### src/hdl/prq_pkg.sv
package prq_pkg;

   localparam int OCC_W = 5;

   localparam logic OP_INSERT = 1'b0;
   localparam logic OP_POP    = 1'b1;

   localparam logic [1:0] STATUS_OK    = 2'd0;
   localparam logic [1:0] STATUS_FULL  = 2'd1;
   localparam logic [1:0] STATUS_EMPTY = 2'd2;

   typedef struct packed {
      logic [7:0]  prio;
      logic [15:0] time_left;
      logic [14:0] id;
   } entry_type;

   typedef struct packed {
      logic load;
      logic exec;
   } cmd_type;

   typedef enum logic [1:0] {
      ST_IDLE = 2'b01,
      ST_EXEC = 2'b10
   } state_type;

   function automatic logic outranks(entry_type a, entry_type b);
      logic result;
      if (a.prio != b.prio) begin
         result = a.prio > b.prio;
      end else if (a.time_left != b.time_left) begin
         result = a.time_left < b.time_left;
      end else begin
         result = a.id < b.id;
      end
      return result;
   endfunction

endpackage

### src/hdl/prq_req_if.sv
interface prq_req_if;
   logic        valid;
   logic        ready;
   logic        opcode;
   logic [7:0]  priority_req;
   logic [15:0] time_left;
   logic [14:0] proc_id;

   modport source (output valid, output opcode, output priority_req,
                   output time_left, output proc_id, input ready);
   modport sink (input valid, input opcode, input priority_req,
                 input time_left, input proc_id, output ready);
endinterface

### src/hdl/prq_rsp_if.sv
interface prq_rsp_if;
   logic        valid;
   logic        ready;
   logic [1:0]  status;
   logic [14:0] head_id;
   logic [7:0]  head_priority;
   logic [15:0] head_time;
   logic [4:0]  occupancy;

   modport source (output valid, output status, output head_id, output head_priority,
                   output head_time, output occupancy, input ready);
   modport sink (input valid, input status, input head_id, input head_priority,
                 input head_time, input occupancy, output ready);
endinterface

### src/hdl/prq_ctrl.sv
module prq_ctrl (
   input  logic             clock,
   input  logic             reset,
   input  logic             req_valid,
   output logic             req_ready,
   output logic             rsp_valid,
   input  logic             rsp_ready,
   output prq_pkg::cmd_type cmd
);

   prq_pkg::state_type state_ff, state_in;
   logic               rsp_valid_ff, rsp_valid_in;
   logic               out_free;

   assign out_free  = !rsp_valid_ff || rsp_ready;
   assign rsp_valid = rsp_valid_ff;

   always_comb begin
      state_in = state_ff;
      cmd      = '0;
      req_ready = 1'b0;
      unique case (state_ff)
         prq_pkg::ST_IDLE: begin
            req_ready = 1'b1;
            if (req_valid) begin
               cmd.load = 1'b1;
               state_in = prq_pkg::ST_EXEC;
            end
         end
         prq_pkg::ST_EXEC: begin
            if (out_free) begin
               cmd.exec = 1'b1;
               state_in = prq_pkg::ST_IDLE;
            end
         end
         default: begin
            state_in = prq_pkg::ST_IDLE;
         end
      endcase
   end

   always_comb begin
      rsp_valid_in = rsp_valid_ff && !rsp_ready;
      if (cmd.exec) begin
         rsp_valid_in = 1'b1;
      end
   end

   always_ff @(posedge clock) begin
      if (reset) begin
         state_ff     <= prq_pkg::ST_IDLE;
         rsp_valid_ff <= 1'b0;
      end else begin
         state_ff     <= state_in;
         rsp_valid_ff <= rsp_valid_in;
      end
   end

   a_exec_needs_free_output: assert property (@(posedge clock) disable iff (reset)
      cmd.exec |-> (!rsp_valid_ff || rsp_ready))
      else $error("result overwritten before transfer");

   a_exec_shows_result: assert property (@(posedge clock) disable iff (reset)
      cmd.exec |=> rsp_valid_ff)
      else $error("executed operation produced no result");

   a_load_enters_exec: assert property (@(posedge clock) disable iff (reset)
      cmd.load |=> (state_ff == prq_pkg::ST_EXEC && !req_ready))
      else $error("accepted request not held for execution");

   a_no_load_and_exec: assert property (@(posedge clock) disable iff (reset)
      !(cmd.load && cmd.exec))
      else $error("load and execute in the same cycle");

endmodule

### src/hdl/prq_datapath.sv
module prq_datapath #(
   parameter int QUEUE_DEPTH = 16
) (
   input  logic             clock,
   input  logic             reset,
   input  prq_pkg::cmd_type cmd,
   input  logic             opcode,
   input  logic [7:0]       priority_req,
   input  logic [15:0]      time_left,
   input  logic [14:0]      proc_id,
   output logic [1:0]       status,
   output logic [14:0]      head_id,
   output logic [7:0]       head_priority,
   output logic [15:0]      head_time,
   output logic [4:0]       occupancy
);

   localparam int CW    = $clog2(QUEUE_DEPTH + 1);
   localparam int OCC_W = prq_pkg::OCC_W;

   prq_pkg::entry_type slot_ff [QUEUE_DEPTH];
   prq_pkg::entry_type slot_in [QUEUE_DEPTH];
   prq_pkg::entry_type prev_slot [QUEUE_DEPTH];
   prq_pkg::entry_type next_slot [QUEUE_DEPTH];
   logic [CW-1:0]      count_ff, count_in;
   logic               op_ff;
   prq_pkg::entry_type new_ff;
   logic [1:0]         status_ff, status_in;
   prq_pkg::entry_type head_ff, head_in;
   logic [OCC_W-1:0]   occ_ff, occ_in;
   logic [OCC_W+CW-1:0] occ_wide;

   logic [QUEUE_DEPTH-1:0] ins_vec;
   logic [QUEUE_DEPTH-1:0] ins_prev;
   logic full, empty, do_insert, do_pop;

   assign full      = count_ff == CW'(QUEUE_DEPTH);
   assign empty     = count_ff == '0;
   assign do_insert = cmd.exec && op_ff == prq_pkg::OP_INSERT && !full;
   assign do_pop    = cmd.exec && op_ff == prq_pkg::OP_POP && !empty;

   for (genvar i = 0; i < QUEUE_DEPTH; i++) begin : g_slot
      assign ins_vec[i] = (CW'(i) < count_ff && prq_pkg::outranks(new_ff, slot_ff[i]))
                          || CW'(i) == count_ff;
      if (i == 0) begin : g_first
         assign ins_prev[i]  = 1'b0;
         assign prev_slot[i] = new_ff;
      end else begin : g_rest
         assign ins_prev[i]  = ins_vec[i-1];
         assign prev_slot[i] = slot_ff[i-1];
      end
      if (i == QUEUE_DEPTH - 1) begin : g_last
         assign next_slot[i] = slot_ff[i];
      end else begin : g_inner
         assign next_slot[i] = slot_ff[i+1];
      end
      assign slot_in[i] = do_insert ? (ins_prev[i] ? prev_slot[i] :
                                       ins_vec[i] ? new_ff : slot_ff[i]) :
                          do_pop ? next_slot[i] : slot_ff[i];
   end

   always_comb begin
      count_in  = count_ff;
      status_in = prq_pkg::STATUS_OK;
      head_in   = '0;
      if (op_ff == prq_pkg::OP_INSERT) begin
         if (full) begin
            status_in = prq_pkg::STATUS_FULL;
         end else begin
            count_in = count_ff + CW'(1);
         end
      end else begin
         if (empty) begin
            status_in = prq_pkg::STATUS_EMPTY;
         end else begin
            count_in = count_ff - CW'(1);
            head_in  = slot_ff[0];
         end
      end
      occ_wide = {{OCC_W{1'b0}}, count_in};
      occ_in   = occ_wide[OCC_W-1:0];
   end

   always_ff @(posedge clock) begin
      slot_ff <= slot_in;
      if (cmd.load) begin
         op_ff            <= opcode;
         new_ff.prio      <= priority_req;
         new_ff.time_left <= time_left;
         new_ff.id        <= proc_id;
      end
      if (cmd.exec) begin
         status_ff <= status_in;
         head_ff   <= head_in;
         occ_ff    <= occ_in;
      end
   end

   always_ff @(posedge clock) begin
      if (reset) begin
         count_ff <= '0;
      end else if (cmd.exec) begin
         count_ff <= count_in;
      end
   end

   assign status        = status_ff;
   assign head_id       = head_ff.id;
   assign head_priority = head_ff.prio;
   assign head_time     = head_ff.time_left;
   assign occupancy     = occ_ff;

endmodule

### src/hdl/priority_ready_queue_core.sv
// Sorted ready queue of process entries, head first.
// req_ch carries one operation per transfer: opcode 0 inserts the entry
// (priority_req, time_left, proc_id), opcode 1 pops the head entry.
// rsp_ch returns exactly one result per operation, in order: status
// (0 ok, 1 full on insert, 2 empty on pop), the popped entry (zero unless
// a pop succeeded) and the occupancy after the operation.
// Ordering: higher priority first, then smaller remaining time, then
// smaller process id; an insert goes ahead of the first entry it beats.
// Each request transferred on req_ch is loaded into the operand registers
// and then executed in the controller's execute step, which updates the
// compare-and-shift slot array and registers the result for rsp_ch. The
// controller takes no new request until the loaded one has executed.
// When rsp_ch stalls, the result holds in the output register; one more
// request is still taken and waits in the execute step until the output
// register is free. Reset empties the queue and drops any pending result;
// slot contents are not cleared.
module priority_ready_queue_core #(
   parameter int QUEUE_DEPTH = 16
) (
   input logic         clock,
   input logic         reset,
   prq_req_if.sink     req_ch,
   prq_rsp_if.source   rsp_ch
);

   prq_pkg::cmd_type cmd;

   prq_ctrl u_ctrl (
      .clock     (clock),
      .reset     (reset),
      .req_valid (req_ch.valid),
      .req_ready (req_ch.ready),
      .rsp_valid (rsp_ch.valid),
      .rsp_ready (rsp_ch.ready),
      .cmd       (cmd)
   );

   prq_datapath #(
      .QUEUE_DEPTH (QUEUE_DEPTH)
   ) u_datapath (
      .clock          (clock),
      .reset          (reset),
      .cmd            (cmd),
      .opcode         (req_ch.opcode),
      .priority_req   (req_ch.priority_req),
      .time_left      (req_ch.time_left),
      .proc_id        (req_ch.proc_id),
      .status         (rsp_ch.status),
      .head_id        (rsp_ch.head_id),
      .head_priority  (rsp_ch.head_priority),
      .head_time      (rsp_ch.head_time),
      .occupancy      (rsp_ch.occupancy)
   );

endmodule
### src/flat_wrapper.sv
// flat-port wrapper written by rule: the top's interface ports become plain ports
module priority_ready_queue_core_flat 
#(
   parameter int QUEUE_DEPTH = 16
)
  (clock, reset, req_ch_valid, req_ch_opcode, req_ch_priority_req, req_ch_time_left, req_ch_proc_id, req_ch_ready, rsp_ch_valid, rsp_ch_status, rsp_ch_head_id, rsp_ch_head_priority, rsp_ch_head_time, rsp_ch_occupancy, rsp_ch_ready);
  prq_req_if req_ch_i ();
  prq_rsp_if rsp_ch_i ();
  input logic clock;
  input logic reset;
  input wire logic [$bits(req_ch_i.valid)-1:0] req_ch_valid;
  input wire logic [$bits(req_ch_i.opcode)-1:0] req_ch_opcode;
  input wire logic [$bits(req_ch_i.priority_req)-1:0] req_ch_priority_req;
  input wire logic [$bits(req_ch_i.time_left)-1:0] req_ch_time_left;
  input wire logic [$bits(req_ch_i.proc_id)-1:0] req_ch_proc_id;
  output wire logic [$bits(req_ch_i.ready)-1:0] req_ch_ready;
  output wire logic [$bits(rsp_ch_i.valid)-1:0] rsp_ch_valid;
  output wire logic [$bits(rsp_ch_i.status)-1:0] rsp_ch_status;
  output wire logic [$bits(rsp_ch_i.head_id)-1:0] rsp_ch_head_id;
  output wire logic [$bits(rsp_ch_i.head_priority)-1:0] rsp_ch_head_priority;
  output wire logic [$bits(rsp_ch_i.head_time)-1:0] rsp_ch_head_time;
  output wire logic [$bits(rsp_ch_i.occupancy)-1:0] rsp_ch_occupancy;
  input wire logic [$bits(rsp_ch_i.ready)-1:0] rsp_ch_ready;
  assign req_ch_i.valid = req_ch_valid;
  assign req_ch_i.opcode = req_ch_opcode;
  assign req_ch_i.priority_req = req_ch_priority_req;
  assign req_ch_i.time_left = req_ch_time_left;
  assign req_ch_i.proc_id = req_ch_proc_id;
  assign req_ch_ready = req_ch_i.ready;
  assign rsp_ch_valid = rsp_ch_i.valid;
  assign rsp_ch_status = rsp_ch_i.status;
  assign rsp_ch_head_id = rsp_ch_i.head_id;
  assign rsp_ch_head_priority = rsp_ch_i.head_priority;
  assign rsp_ch_head_time = rsp_ch_i.head_time;
  assign rsp_ch_occupancy = rsp_ch_i.occupancy;
  assign rsp_ch_i.ready = rsp_ch_ready;
  priority_ready_queue_core #(.QUEUE_DEPTH(QUEUE_DEPTH)) u_core (.clock(clock), .reset(reset), .req_ch(req_ch_i), .rsp_ch(rsp_ch_i));
endmodule
### config.mk
export PLATFORM = sky130hd
export DESIGN_NAME = priority_ready_queue_core_flat
export DESIGN_NICKNAME = d
export VERILOG_FILES = /design/src/hdl/prq_pkg.sv /design/src/hdl/prq_req_if.sv /design/src/hdl/prq_rsp_if.sv /design/src/hdl/prq_ctrl.sv /design/src/hdl/prq_datapath.sv /design/src/hdl/priority_ready_queue_core.sv /design/src/flat_wrapper.sv
export SDC_FILE = /design/constraint.sdc
export NUM_CORES = 2
export LEC_CHECK = 0
export ABC_AREA = 1
export BUFFER_PORTS_ARGS = -buffer_cell sky130_fd_sc_hd__buf_4
export CAP_MARGIN = 10
export CORE_MARGIN = 2
export CORE_UTILIZATION = 45
export DETAILED_ROUTE_END_ITERATION = 8
export GPL_ROUTABILITY_DRIVEN = 0
export HOLD_SLACK_MARGIN = 0.12
export PLACE_DENSITY = 0.63
export SYNTH_ARGS = -nofsm -noshare
export SYNTH_HDL_FRONTEND = slang
export SYNTH_SLANG_ARGS = --single-unit
### constraint.sdc
create_clock -name clock -period 8.43 [get_ports clock]
set_clock_uncertainty 0.2 [all_clocks]
set_input_delay 1.2645 -clock clock [delete_from_list [all_inputs] [get_ports clock]]
set_output_delay 1.2645 -clock clock [all_outputs]
set_load 0.02 [all_outputs]
==> impl_metrics.json <==
{
  "setup_ws_ns": 3.45,
  "clk_pin_slew_ns": 0.06,
  "cts_tree": "yes",
  "p_sw_mw": 2.04,
  "crit_start": "u_core.u_datapath.count_ff[0]",
  "period_share_pct": 59.1,
  "coreArea_um2": 114000,
  "worstSetupEndpoint": "u_core.u_datapath.next_slot[531]",
  "numCtsBuffers": 85,
  "grt_max_degree": 188,
  "synth_seq_cells": 718,
  "worst_setup_path_end_kind": "flop",
  "final_common_cell": "nand2_1",
  "fin_cells": 8421,
  "die_h_um": 342,
  "io-pin-count": 92,
  "slowest_stage": "nand3_2",
  "synthesis.nets": 7488,
  "status": "finished, final reports clean",
  "drive_above_1_share_pct": 4.99,
  "clock-sinks": 718,
  "worst_pin_slew_ns": 1.12,
  "grt_antenna_before_repair": 2,
  "synthFlopType": "edfxtp_1",
  "cts-resized-gates": 0,
  "use_met3_pct": 2.58,
  "grtUsageMet2_pct": 38.0,
  "regToRegStartpoint": "u_core.u_datapath.count_ff[0]",
  "layout_common_cells": "nand2_1 (3,481), inv_1 (834), edfxtp_1 (710), ha_1 (613), a21oi_1 (249)",
  "async_flop_share_pct": 0,
  "ant_nets": 0,
  "cp_max_fo": 57,
  "required_ns": 8.50,
  "antenna_cells": 0,
  "hp-start": "u_core.u_datapath.next_slot[384]",
  "syn_avg_cell_area_um2": 7.54,
  "setup_viol": 0,
  "vias": 42200,
  "hold_ws_ns": 0.341,
  "fin_area_um2": 56100,
  "placed_cells": 8267,
  "worst_setup_path_start_kind": "flop",
  "hold_class": "reg2reg",
  "netlist_area_um2": 51500,
  "slew_viol_final": 0,
  "r2r-end": "u_core.u_datapath.next_slot[531]",
  "ir_drop_uv": 140,
  "grtUsageTotal_pct": 23.5,
  "dp_hpwl_um": 103000,
  "power_frac_seq_pct": 47.5,
  "hold_viol_final": 0,
  "arrival_ns": 5.05,
  "p_leak_nw": 30.7,
  "rows": 124,
  "clk_path_buf_depth": 3,
  "r2r_cells": 8,
  "syn_to_final_growth_pct": 9.04,
  "vias_per_cell": 5.01,
  "yosys_warnings": 0,
  "fin_nets": 7499,
  "io_buffers": 91,
  "synth-edff-count": 710,
  "busiest_layer": "met2",
  "syn_inst": 6831,
  "power.total_mw": 8.33,
  "combPwrFrac_pct": 8.6,
  "htree_levels": 3,
  "synthTopCellsByArea": "edfxtp_1 (41%), nand2_1 (25%), ha_1 (15%)",
  "drc_errors": 0,
  "drtIter0Drc": 3164,
  "grt_setup_unrepaired": "false",
  "p_int_mw": 6.28,
  "final_util_pct": 49.3,
  "cts-root-buf": "clkbuf_16",
  "p_clk_share_pct": 43.9,
  "grt_pass1_vias": 40600,
  "grt_pass1_wl_um": 221000,
  "cts_setup_buffers": 0,
  "crit_top_cell": "nand3_2",
  "die_w_um": 342,
  "die_area_um2": 117000,
  "insertion_delay_ns": 0.66,
  "synth.top_cell.area_share_pct": 41.4,
  "max_stage_delay_ns": 0.98,
  "clock.fmax_mhz": 201,
  "post-synth-top-area-cell": "edfxtp_1",
  "met1_usage_pct": 33.2,
  "holdBufCountCts": 0,
  "wirelength_um": 139000,
  "first_pass_iters": 5,
  "swShare_pct": 24.5,
  "ys_seq_area_share_pct": 41.7,
  "wl_per_cell_um": 16.5,
  "fin_setup_tns_ns": 0,
  "cap_violations": 0,
  "start_util_pct": 45.2,
  "place_area_um2": 53500,
  "reg2reg_slack_ns": 3.45,
  "finalCriticalPeriod_ns": 4.98,
  "ys_types": 45,
  "grt_overflow": 0,
  "slew_headroom_pct": 25.1,
  "dp_slack_ns": 2.73,
  "cp_cell_sequence": "inv_1 -> ha_1 -> nand3_2 -> nand2_2 -> nor2_4 -> buf_4 -> nand2_1 -> nand3_2",
  "power_per_cell_area_nw_per_um2": 148,
  "critical_path_class": "reg2reg"
}
==> cells in the mapped netlist (2+ instances only) <==
master	number
buf_2	135
inv_2	6
nand3b_1	4
nand4_1	33
buf_1	3
buf_6	13
a21oi_1	249
buf_8	2
or2_2	5
nand2_1	3483
xor2_1	2
buf_4	21
a31oi_1	3
nand2_4	10
o211ai_1	3
o21a_1	23
clkbuf_1	67
a21boi_0	13
nor2_2	3
edfxtp_1	710
ha_1	613
o21ai_1	8
o21ai_0	94
nand2_2	19
clkinv_1	2
nand3_1	125
nor3b_1	3
inv_1	834
dfxtp_1	8
nor2_1	248
a21o_1	28
o21bai_1	34
nor3_1	15
==> flip-flops by register name, indices dropped and copies added (netlist names), 5 cells and up <==
register                         cells
u_core.u_datapath.head_id           15
u_core.u_datapath.head_time         16
u_core.u_datapath.next_slot        585
u_core.u_datapath.head_priority      8
u_core.u_datapath.occupancy          5
u_core.u_datapath.prev_slot         39
u_core.u_datapath.new_ff            39
u_core.u_datapath.count_ff           5
==> area by class of cell <==
| cell class | instances | area (um^2) |
|---|---|---|
| clock buffer | 108 | 2280 |
| clock inverter | 46 | 399 |
| fill | 11200 | 57700 |
| inverter | 842 | 3170 |
| multi-input combinational | 5030 | 25700 |
| sequential | 718 | 21500 |
| tap | 1512 | 1890 |
| timing repair buffer | 165 | 1260 |
==> critical path, delay by kind of cell, from the launching register on <==
kind	cells	cell delay [ns]
buf+inv	2	1.07
fa+ha+maj	1	0.27
simple gates	5	2.48
flops	1	0.52
==> power groups by stage <==
stage                     combinational (mW)  clock, mW  sequential (mW)
after floorplan                        0.452          0             4.05
after global placement                 0.689          0             4.02
after detailed placement               0.716          0             4.03
after CTS                              0.720       3.73             3.95
after global routing                   0.825       3.86             3.95
final                                  0.720       3.66             3.95
==> how the worst min path moves through the flow <==
stage	endpoint	slack, ns	cells after the start
after CTS	u_core.u_datapath.next_slot[215]	0.33	2
after global placement	u_core.u_datapath.next_slot[615]	0.33	2
after floorplan	u_core.u_ctrl.rsp_valid	0.27	2
final	u_core.u_datapath.next_slot[423]	0.34	2
after detailed placement	u_core.u_datapath.next_slot[207]	0.33	2
after global routing	u_core.u_datapath.next_slot[116]	0.35	2
==> routing by layer <==
layer | wire length [um] | share of wire (%)
met5 | 0 | 0
met3 | 7550 | 5.4
met4 | 3470 | 2.5
met1 | 65900 | 48
met2 | 61800 | 45
==> cell families after synthesis <==
family,count (synthesis),synth area share (%)
XOR/XNOR,3,0.0510
flip-flops,718,41.7
adder cells (fa/ha/maj),613,14.9
AND/OR/NAND/NOR,3953,29.7
AO/OA/AOI/OAI,461,5.02
buffers and inverters,1083,8.61
No activity file was read; power rests on OpenSTA's default activity.
